[config.mk]
export PLATFORM = sky130hd
export DESIGN_NAME = src_mul
export DESIGN_NICKNAME = d
export VERILOG_FILES = /design/src/rtl/core/src_pkg.sv /design/src/rtl/core/src_mul.sv
export SDC_FILE = /design/constraint.sdc
export NUM_CORES = 2
export LEC_CHECK = 0
export BUFFER_PORTS_ARGS = -buffer_cell sky130_fd_sc_hd__clkbuf_2
export CORE_ASPECT_RATIO = 0.9
export CORE_MARGIN = 2
export CORE_UTILIZATION = 58
export CTS_BUF_LIST = sky130_fd_sc_hd__clkbuf_4 sky130_fd_sc_hd__clkbuf_8
export CTS_CLUSTER_DIAMETER = 40
export DETAILED_ROUTE_END_ITERATION = 12
export PLACE_DENSITY_LB_ADDON = 0.25
export SETUP_SLACK_MARGIN = 0.05
export SYNTH_ARGS = -nofsm -noshare
export SYNTH_HDL_FRONTEND = slang
export SYNTH_SLANG_ARGS = --single-unit
[constraint.sdc]
create_clock -name clk -period 16.4 [get_ports clk]
set_clock_uncertainty 0.1 [all_clocks]
set_input_delay 1.64 -clock clk [delete_from_list [all_inputs] [get_ports clk]]
set_output_delay 1.64 -clock clk [all_outputs]
set_load 0.02 [all_outputs]
[src/rtl/core/src_pkg.sv]
// Shared types, constants and state encodings for the rank correlation block.
`timescale 1ns / 1ps

package src_pkg;

  localparam int DEF_MAX_PAIRS  = 1024;
  localparam int DEF_VALUE_BITS = 32;

  localparam int FIELD_W  = 32;
  localparam int COUNT_W  = 11;
  localparam int MUL_W    = 64;
  localparam int PROD_W   = 128;
  localparam int ROOT_W   = 31;
  localparam int QUO_W    = 61;
  localparam int SQ_W     = 62;

  typedef struct packed {
    logic signed [FIELD_W-1:0] x_value;
    logic                      x_valid;
    logic signed [FIELD_W-1:0] y_value;
    logic                      y_valid;
    logic                      last_sample;
  } src_in_t;

  typedef struct packed {
    logic signed [FIELD_W-1:0] correlation;
    logic                      undefined;
    logic [COUNT_W-1:0]        pair_count;
  } src_out_t;

  typedef enum logic [3:0] {
    ST_LOAD,
    ST_FETCH,
    ST_PIVOT,
    ST_SCAN,
    ST_FLUSH,
    ST_MUL_GO,
    ST_MUL_WAIT,
    ST_CHECK,
    ST_ROOT_GO,
    ST_ROOT_WAIT,
    ST_DONE
  } src_state_t;

  typedef enum logic [2:0] {
    MOP_XY,
    MOP_XX,
    MOP_YY,
    MOP_P,
    MOP_S
  } src_mop_t;

  typedef enum logic [1:0] {
    RT_IDLE,
    RT_DIV,
    RT_SQRT,
    RT_DONE
  } src_root_state_t;

endpackage

[src/rtl/core/src_mul.sv]
// Shared 64 x 64 unsigned multiplier built from one 32 x 32 unit that forms the partial products in turn.
`timescale 1ns / 1ps

module src_mul (
  input  logic                        clk,
  input  logic                        rst_n,
  input  logic                        start,
  input  logic [src_pkg::MUL_W-1:0]   a,
  input  logic [src_pkg::MUL_W-1:0]   b,
  output logic                        done,
  output logic [src_pkg::PROD_W-1:0]  prod
);

  logic [src_pkg::MUL_W-1:0]  a_r, b_r;
  logic [src_pkg::PROD_W-1:0] acc_r;
  logic [1:0]                 idx_r;
  logic                       run_r, done_r;
  logic [31:0]                a_part, b_part;
  logic [63:0]                part;
  logic [src_pkg::PROD_W-1:0] part_sh;

  always_comb begin
    a_part = idx_r[1] ? a_r[63:32] : a_r[31:0];
    b_part = idx_r[0] ? b_r[63:32] : b_r[31:0];
    part   = a_part * b_part;
    case (idx_r)
      2'd0:    part_sh = {64'b0, part};
      2'd3:    part_sh = {part, 64'b0};
      default: part_sh = {32'b0, part, 32'b0};
    endcase
  end

  always_ff @(posedge clk) begin
    if (!rst_n) begin
      run_r  <= 1'b0;
      done_r <= 1'b0;
      idx_r  <= 2'd0;
    end else begin
      done_r <= run_r && !start && (idx_r == 2'd3);
      if (start) begin
        run_r <= 1'b1;
        idx_r <= 2'd0;
      end else if (run_r) begin
        idx_r <= idx_r + 2'd1;
        if (idx_r == 2'd3) begin
          run_r <= 1'b0;
        end
      end
    end
  end

  always_ff @(posedge clk) begin
    if (start) begin
      a_r   <= a;
      b_r   <= b;
      acc_r <= '0;
    end else if (run_r) begin
      acc_r <= acc_r + part_sh;
    end
  end

  assign done = done_r;
  assign prod = acc_r;

endmodule

==> summary.txt <==
Run status
  • Status: finished, final reports clean

Timing
  • Max frequency: about 72 MHz
  • Min Tclk post-route: 13.86 ns
  • Final setup TNS: 0 ns
  • Fin crit share: 0.845
  • Final number of max-transition violations: 0
  • RSZ-0062 raised after global routing: false
  • Slew headroom: 0.0645
  • Setup-failing EPs final: 0
  • Hold Violations, Final: 0
  • Worst-margin pin slew: between 1 and 1.5 ns
  • Final WS setup: ~2.5 ns

Routing
  • Post-route ant nets: 0
  • Pre-antenna DRT Iters: 9
  • DRC violations left: 0
  • Routed wire length: ~190 mm
  • Routed via count: 45,359
  • Wire length per cell: 26.3 um
  • Drt via density: roughly 6.3
  • 1st-iter DRT viols: between 4,000 and 5,000

Critical path
  • Reg-to-reg critical path endpoint: prod[127]
  • Slowest stage delay, CP: 0.94 ns
  • Required time of the worst setup path: between 15 and 20 ns
  • Startpoint types: flip-flop
  • Reg-to-reg setup timing slack: between 2 and 3 ns
  • Critical path type: reg2reg
  • R2R depth: 38
  • Reg2reg start: idx_r[0]
  • Critical path endpoint category: flip-flop
  • CP most frequent cell: fa_1
  • WP data arrival: around 14 ns
  • Worst-path maximum fanout: 38
  • Slowest CP cell: dfxtp_4

Global route
  • M3 GR Usage: 0.136
  • Largest net degree at the start of global routing: 74
  • Global-route wire length before repair: about 280 mm
  • Met1 GRT Util: 0.559
  • Vias in the first global route: 45,375
  • Met2 usage: 0.600
  • Grt ovf: 0
  • Initial antenna violation count: 14
  • GRT Overall Usage: 0.416
  • GR peak layer: met2

Cells and area
  • Finished Layout Cells: between 7,000 and 8,000
  • NumNets Final: about 7,500
  • Area delta synth->final: 7.39%
  • Share of layout cells above drive strength 1: 0.100

Floorplan
  • Core area: a little under 90,000 um2
  • Die Wd: around 320 um
  • Die height: 287 um
  • Rows: between 100 and 150
  • Initial Util: 0.587
  • Die area: 91,400 um2
  • IO Count: 260

Synthesis
  • Yosys Warn Count: 0
  • Largest area contributor in the synthesized netlist: fa_1
  • Synth Area per Inst: 8.69 um2
  • Synth top area cells: fa_1 (35%), ha_1 (9.7%), edfxtp_1 (7.4%), inv_1 (6.6%), nor2_1 (6.1%)
  • Seq/Total Area, Yosys: 0.126
  • Flop and latch count out of synthesis: between 200 and 300
  • Top cell type's share of synthesized area: 0.348
  • Cell Area, Synth: just over 50,000 um2
  • Post-synth ARST share: 0
  • Synthesized instance count: roughly 5,900
  • Most frequent cell after synthesis: inv_1
  • Most used DFF post-synth: dfxtp_1
  • Post-synth EDFFs: 128
  • Yosys cell types: 97
  • Post-synth top cells: inv_1 (910), fa_1 (897), nor2_1 (844)
  • Net count after synthesis: ~7,400

Hold path
  • Depth of the worst hold-timing path: 2
  • Worst Hold Class: reg2reg
  • Min-delay src: prod[82]
  • Hold endpoint: prod[82]

Flow run
  • Max cap viols: 0

CTS
  • TritonCTS buffer count: 60
  • # resized after CTS: 0
  • Clk_lat worst skew: 0.75 ns
  • Max clock buf depth: 3
  • Root buffer cell: clkbuf_8
  • CTS tree: built
  • Reg clk slew, reported paths: 0.06 ns
  • Clock Sinks: 260
  • # H-tree levels: 2
  • Hold_buf cts: 0
  • Post-CTS setup buffers: 0

Placement
  • I/O Buffers: between 200 and 300
  • Inst Count DP: 7,130
  • RePlAce Congestion: ~1.1
  • Setup Slack @ Placement: 3.06 ns
  • Post-detail-place hpwl: about 150 mm
-- routing by layer --
layer  vias up  routed length, um
met1     22367              73400
met2      2943              79000
li1      19333                  -
met4         6              12000
met3       710              26000
met5         -                 35
-- stage by stage --
step	util	instance area (um2)	hold WS (ns)
floorplan	-	51600	0.441
global placement	0.614	54100	0.386
detailed placement	0.614	54100	0.391
CTS	0.629	55400	0.401
global route	0.630	55400	0.420
finish	0.630	55400	0.402
-- cell families (layout without fill, tap and decap cells) --
group                    count (synthesis)  in the layout  share of synthesized area
AO/OA/AOI/OAI                          907            907                      0.117
buffers and inverters                 1235           1370                     0.0909
flip-flops                             260            260                      0.126
XOR/XNOR                               150            150                     0.0254
other                                    0             14                          0
AND/OR/NAND/NOR                       1896           1896                      0.156
multiplexers                           200            200                     0.0404
adder cells (fa/ha/maj)               1296           1296                      0.445
-- how the worst max path moves through the flow --
stage / start / to / slack [ns] / cells after the start
4_1_cts: idx_r[0] / prod[127] / 2.96 / 38
2_1_floorplan: idx_r[1] / prod[101] / 5.01 / 44
6_report: idx_r[0] / prod[127] / 2.54 / 38
5_1_grt: idx_r[0] / prod[127] / 2.13 / 38
3_3_place_gp: idx_r[0] / prod[127] / 3.14 / 38
3_5_place_dp: idx_r[0] / prod[127] / 3.06 / 38
-- area by class of cell --
class                   count  area, um2
diodes                     14       35.0
repair buffers            356       2030
multi-input cells        4449      40700
inverters                 910       3420
well taps                1155       1450
fillers                  7567      32600
flip-flops and latches    260       6500
clock buffers              74        968
clock inverters            30        372
-- flip-flops by register name, summed over array words and instances, names as in the netlist --
| signal | cells |
|---|---|
| prod | 128 |
| a_r | 64 |
| b_r | 64 |
| idx_r | 2 |
| done | 1 |
| run_r | 1 |
-- worst max-delay path, delay by kind of cell, from the launching register on --
kind | cells | cell delay, ns
and+or+nand+nor | 6 | 1.06
buffers and inverters | 5 | 0.83
xor gates and xnor gates | 1 | 0.47
adders and majority gates | 10 | 4.75
DFF | 1 | 0.94
AOI/OAI and AO/OA | 14 | 4.42
muxes | 2 | 1.02
-- cell usage in the layout, fill, tap and decap left out, types with 53 or more instances in the layout --
cell	netlist	routed
nand4_1	87	87
and2_1	66	66
nor3_1	54	54
inv_1	910	909
nand2_1	639	639
buf_4	5	97
nand3_1	64	64
mux2i_1	135	89
o21ai_0	140	140
xnor2_1	84	84
edfxtp_1	128	128
clkbuf_2	1	258
mux2_2	54	54
fa_1	897	897
a21oi_1	272	272
dfxtp_1	132	129
clkbuf_8	0	66
nor2_1	844	843
a21o_1	129	129
xor2_1	66	66
ha_1	399	398
o21bai_1	53	53
Power is not shown: default switching activity piles up to over one toggle a cycle in this logic, so the estimate is an artifact.
