[src/rtl/core/src_pkg.sv]
// Shared types, constants and state encodings for the rank correlation block.
`timescale 1ns / 1ps

package src_pkg;

  localparam int DEF_MAX_PAIRS  = 1024;
  localparam int DEF_VALUE_BITS = 32;

  localparam int FIELD_W  = 32;
  localparam int COUNT_W  = 11;
  localparam int MUL_W    = 64;
  localparam int PROD_W   = 128;
  localparam int ROOT_W   = 31;
  localparam int QUO_W    = 61;
  localparam int SQ_W     = 62;

  typedef struct packed {
    logic signed [FIELD_W-1:0] x_value;
    logic                      x_valid;
    logic signed [FIELD_W-1:0] y_value;
    logic                      y_valid;
    logic                      last_sample;
  } src_in_t;

  typedef struct packed {
    logic signed [FIELD_W-1:0] correlation;
    logic                      undefined;
    logic [COUNT_W-1:0]        pair_count;
  } src_out_t;

  typedef enum logic [3:0] {
    ST_LOAD,
    ST_FETCH,
    ST_PIVOT,
    ST_SCAN,
    ST_FLUSH,
    ST_MUL_GO,
    ST_MUL_WAIT,
    ST_CHECK,
    ST_ROOT_GO,
    ST_ROOT_WAIT,
    ST_DONE
  } src_state_t;

  typedef enum logic [2:0] {
    MOP_XY,
    MOP_XX,
    MOP_YY,
    MOP_P,
    MOP_S
  } src_mop_t;

  typedef enum logic [1:0] {
    RT_IDLE,
    RT_DIV,
    RT_SQRT,
    RT_DONE
  } src_root_state_t;

endpackage

[src/rtl/core/src_root.sv]
// Bit-serial divider followed by a digit-by-digit square root for the final scaling.
`timescale 1ns / 1ps

module src_root (
  input  logic                        clk,
  input  logic                        rst_n,
  input  logic                        start,
  input  logic [src_pkg::PROD_W-1:0]  num,
  input  logic [src_pkg::PROD_W-1:0]  den,
  output logic                        done,
  output logic [src_pkg::ROOT_W-1:0]  root
);

  src_pkg::src_root_state_t state_r, state_nxt;

  logic [src_pkg::PROD_W:0]   rem_r;
  logic [src_pkg::PROD_W-1:0] den_r;
  logic [src_pkg::QUO_W-1:0]  quo_r;
  logic [5:0]                 cnt_r;
  logic [src_pkg::SQ_W-1:0]   sq_num_r, res_r, bit_r;

  logic                       div_ge;
  logic [src_pkg::PROD_W:0]   div_diff;
  logic [src_pkg::QUO_W-1:0]  quo_nxt;
  logic [src_pkg::SQ_W-1:0]   sq_t;
  logic                       sq_ge;

  always_comb begin
    div_ge   = rem_r >= {1'b0, den_r};
    div_diff = div_ge ? (rem_r - {1'b0, den_r}) : rem_r;
    quo_nxt  = {quo_r[src_pkg::QUO_W-2:0], div_ge};
    sq_t     = res_r + bit_r;
    sq_ge    = sq_num_r >= sq_t;
  end

  always_comb begin
    state_nxt = state_r;
    case (state_r)
      src_pkg::RT_IDLE: if (start) state_nxt = src_pkg::RT_DIV;
      src_pkg::RT_DIV:  if (cnt_r == 6'd0) state_nxt = src_pkg::RT_SQRT;
      src_pkg::RT_SQRT: if (bit_r[0]) state_nxt = src_pkg::RT_DONE;
      src_pkg::RT_DONE: state_nxt = src_pkg::RT_IDLE;
      default:          state_nxt = src_pkg::RT_IDLE;
    endcase
  end

  always_comb begin
    done = (state_r == src_pkg::RT_DONE);
    root = res_r[src_pkg::ROOT_W-1:0];
  end

  always_ff @(posedge clk) begin
    if (!rst_n) state_r <= src_pkg::RT_IDLE;
    else        state_r <= state_nxt;
  end

  always_ff @(posedge clk) begin
    case (state_r)
      src_pkg::RT_IDLE: begin
        rem_r <= {1'b0, num};
        den_r <= den;
        quo_r <= '0;
        cnt_r <= 6'(src_pkg::QUO_W - 1);
      end
      src_pkg::RT_DIV: begin
        // remainder stays below the divisor, so one bit of headroom suffices
        rem_r <= {div_diff[src_pkg::PROD_W-1:0], 1'b0};
        quo_r <= quo_nxt;
        cnt_r <= cnt_r - 6'd1;
        if (cnt_r == 6'd0) begin
          sq_num_r <= {1'b0, quo_nxt};
          res_r    <= '0;
          // start from the top power of four: the quotient is at most 2^60
          bit_r    <= {2'b01, {(src_pkg::SQ_W-2){1'b0}}};
        end
      end
      src_pkg::RT_SQRT: begin
        if (sq_ge) begin
          sq_num_r <= sq_num_r - sq_t;
          res_r    <= (res_r >> 1) + bit_r;
        end else begin
          res_r    <= res_r >> 1;
        end
        bit_r <= bit_r >> 2;
      end
      default: ;
    endcase
  end

endmodule

[config.mk]
export PLATFORM = sky130hd
export DESIGN_NAME = src_root
export DESIGN_NICKNAME = d
export VERILOG_FILES = /design/src/rtl/core/src_pkg.sv /design/src/rtl/core/src_root.sv
export SDC_FILE = /design/constraint.sdc
export NUM_CORES = 1
export LEC_CHECK = 0
export BUFFER_PORTS_ARGS = -buffer_cell sky130_fd_sc_hd__clkbuf_2
export CAP_MARGIN = 20
export CORE_ASPECT_RATIO = 0.8
export CORE_UTILIZATION = 45
export CTS_CLUSTER_SIZE = 24
export DETAILED_ROUTE_END_ITERATION = 12
export PLACE_DENSITY = 0.71
export SKIP_CTS_REPAIR_TIMING = 1
export SLEW_MARGIN = 20
export SYNTH_ARGS = -nofsm -noshare
export SYNTH_HDL_FRONTEND = slang
export SYNTH_SLANG_ARGS = --single-unit
export TNS_END_PERCENT = 100
[constraint.sdc]
create_clock -name clk -period 11.7 [get_ports clk]
set_input_delay 2.34 -clock clk [delete_from_list [all_inputs] [get_ports clk]]
set_output_delay 2.34 -clock clk [all_outputs]
set_load 0.02 [all_outputs]
==> reports/results.txt <==
RSZ-0062 raised after global routing: no
initial DRC count: 3003
critical path required time: 11940 ps
Clk pin slew, worst setup/hold paths: 60 ps
top-area cell type share of the netlist area: 0.398
CTS tree: done
synth unique cells: 87
r2r endpoint: sq_num_r[59]
hpwl dp: 77.5 mm
fraction of layout cells with a size suffix above 1: 0.118
GPL Wtd Cong: 0.935
Initial Util: 0.456
clk_skew: 41.8 ps
Seq/Total Area, Yosys: 0.399
DRT antenna net count: 0
Mapped Cells: 3956
Syn Nets: 4477
Hold Vio Cnt, Final: 0
placed insts: 5090
PortBufs: 290
Worst setup EP type: register
WP data arrival: 7080 ps
clock latency on the worst-skew pair: 650 ps
first-pass GRT wire length: 159 mm
Synth warnings: 0
Critical Path Sink: sq_num_r[59]
Async S/R FF share, synth: 0
reg2reg path depth: 22
Critical R2R Launch: res_r[2]
clk buf depth: 3
final-stage net count: 4632
HP Class: reg2reg
P&R area growth vs syn: 10.7%
Worst setup SP type: register
final setup fails: 0
final period utilization: 0.584
Max Slew Vio Count: 0
CP Buf/Inv Count: 2
Max Freq: 0.146 GHz
slowest CP cell: buf_4
drt drc: 0
clock sinks: 480
WL final: 102 mm
Synth Register Bits: 480
post-route cell area: 0.0399 sq mm
CP max FO: 62
Most used DFF post-synth: edfxtp_1
fin crit period: 6830 ps
io pins: 291
commonest non-fill, non-tap cells in the layout: a21oi_1 (490), edfxtp_1 (478), nor2_1 (431)
post-synthesis cell type with the largest combined area: edfxtp_1
most frequent CP cell: a21oi_1
root buf cell: clkbuf_16
WP depth: 22
Vert. Die Dim: 255 um
vias in the first global route: 28500
CTS H-tree lvls: 2
Avg Inst Size Synth: 9.12 sq um
CP max stage delay: 670 ps
non-filler cells, final: 5187
global-route total usage across every layer: 0.246
EDFF count, synth: 478
Top Family by Delay on Critical Path: compound AO/OA/AOI/OAI gates
first drt pass iteration count: 6
Critical Path Start: res_r[2]
# fillers: 7336
via count: 30400
core area: 0.0791 sq mm
post-DR wirelength/cell: 19.7 um
status: complete, no violations
Worst Hold Path Cells: 1
DP Area: 0.0381 sq mm
Setup TNS Final: 0 ps
maxcap violations: 0
Setup CP Type: reg2reg
FF-to-FF setup slack: 4870 ps
# diodes: 0
synth top area cells: edfxtp_1 (40%), ha_1 (9.0%), a21oi_1 (6.8%), nor2_1 (4.5%), xnor2_1 (3.6%)
die width: 319 um
total congestion overflow: 0
initial antenna violation count: 0
largest net degree at the start of global routing: 167
Post-Syn Area: 0.0361 sq mm
Slew HR: 0.321
row count: 92
CTS buffer count: 53
Worst Tran Pin Value: 1020 ps
Die Area: 0.0813 sq mm
commonest non-fill, non-tap cell in the layout: a21oi_1
crit-path cells: ha_1, a31oi_1, o21bai_1, a21oi_1, o21ai_0, a41oi_1, o21bai_1, a21oi_1, o21ai_0, xnor2_1, ha_1, nand2_1, nor3_1, nand3_1, o311ai_0, a221o_1, o2111ai_1, a21oi_1, a31oi_2, buf_4, a21boi_4, buf_4
vias per inst: 5.86
-- registers in the layout, summed over array words and instances, names as in the netlist --
register and flops:
state_r 2, res_r 62, rem_r 129, quo_r 60, den_r 128, bit_r 31, cnt_r 6, sq_num_r 62
-- cell type report --
cell class	instances	area, sq um	share of cell area
Sequential cell	480	14400	0.361
Multi-Input combinational cell	3064	20000	0.501
Timing Repair Buffer	307	1620	0.0405
Tap cell	1034	1290	0.0324
Clock buffer	61	1360	0.0340
Clock inverter	36	488	0.0122
Inverter	205	769	0.0193
-- kinds of logic after synthesis --
logic type / Yosys count / share of synthesized area
buffers and inverters: 412 / 0.0481
XOR/XNOR: 288 / 0.0699
AND/OR/NAND/NOR: 1221 / 0.160
flip-flops: 480 / 0.399
multiplexers: 84 / 0.0252
AO/OA/AOI/OAI: 1209 / 0.206
adder cells (fa/ha/maj): 262 / 0.0913
-- cell usage after synthesis, types with 8 or more instances --
master    number
xnor2_1      147
o211ai_1      14
mux2i_1       31
o21bai_1      73
buf_4         34
a21o_1       113
a21oi_1      490
and3_1        25
nor2_1       432
o21ai_1        9
o31ai_1       22
a211oi_1      46
edfxtp_1     478
a31oi_1       84
and2_1       106
buf_2         25
or2_2          9
nor4_1        21
nor2b_1       60
o221ai_1      12
mux2_2        52
a21boi_0      19
nand3_1       57
a221oi_1       8
ha_1         260
nand2b_1      24
o21ai_0      190
nand2_1      296
nor3_1        52
o21a_1        40
or3_1         19
clkbuf_1     142
a31o_2        16
and4_1        12
inv_1        204
nand4_1       88
xor2_1       141
-- metal layers --
metal  vias up  wire length, um  global-route usage
met5         -                0                   0
met4         0             2340              0.0617
met3       129             7290              0.0319
met2      1108            42900               0.367
met1     14400            49700               0.373
li1      14800                -                   -
-- metrics by stage --
stage | setup slack [ps] | hold WS (ps) | util
5_1_grt | 4350 | 568 | 0.505
6_report | 4870 | 552 | 0.505
3_5_place_dp | 4930 | 541 | 0.481
4_1_cts | 4890 | 552 | 0.505
2_1_floorplan | 1330 | 500 | -
3_3_place_gp | 5040 | 534 | 0.481
-- worst min path at each step --
stage / start / end / slack [ps]
2_1_floorplan: state_r[0] / state_r[0] / 500
3_3_place_gp: quo_r[35] / quo_r[36] / 530
3_5_place_dp: quo_r[54] / quo_r[55] / 540
4_1_cts: quo_r[31] / quo_r[32] / 550
5_1_grt: quo_r[9] / quo_r[10] / 570
6_report: quo_r[40] / quo_r[41] / 550
Power is left out: the tool's default activity adds up to more than one toggle a clock period on the data nets, which glitch-free logic cannot reach.
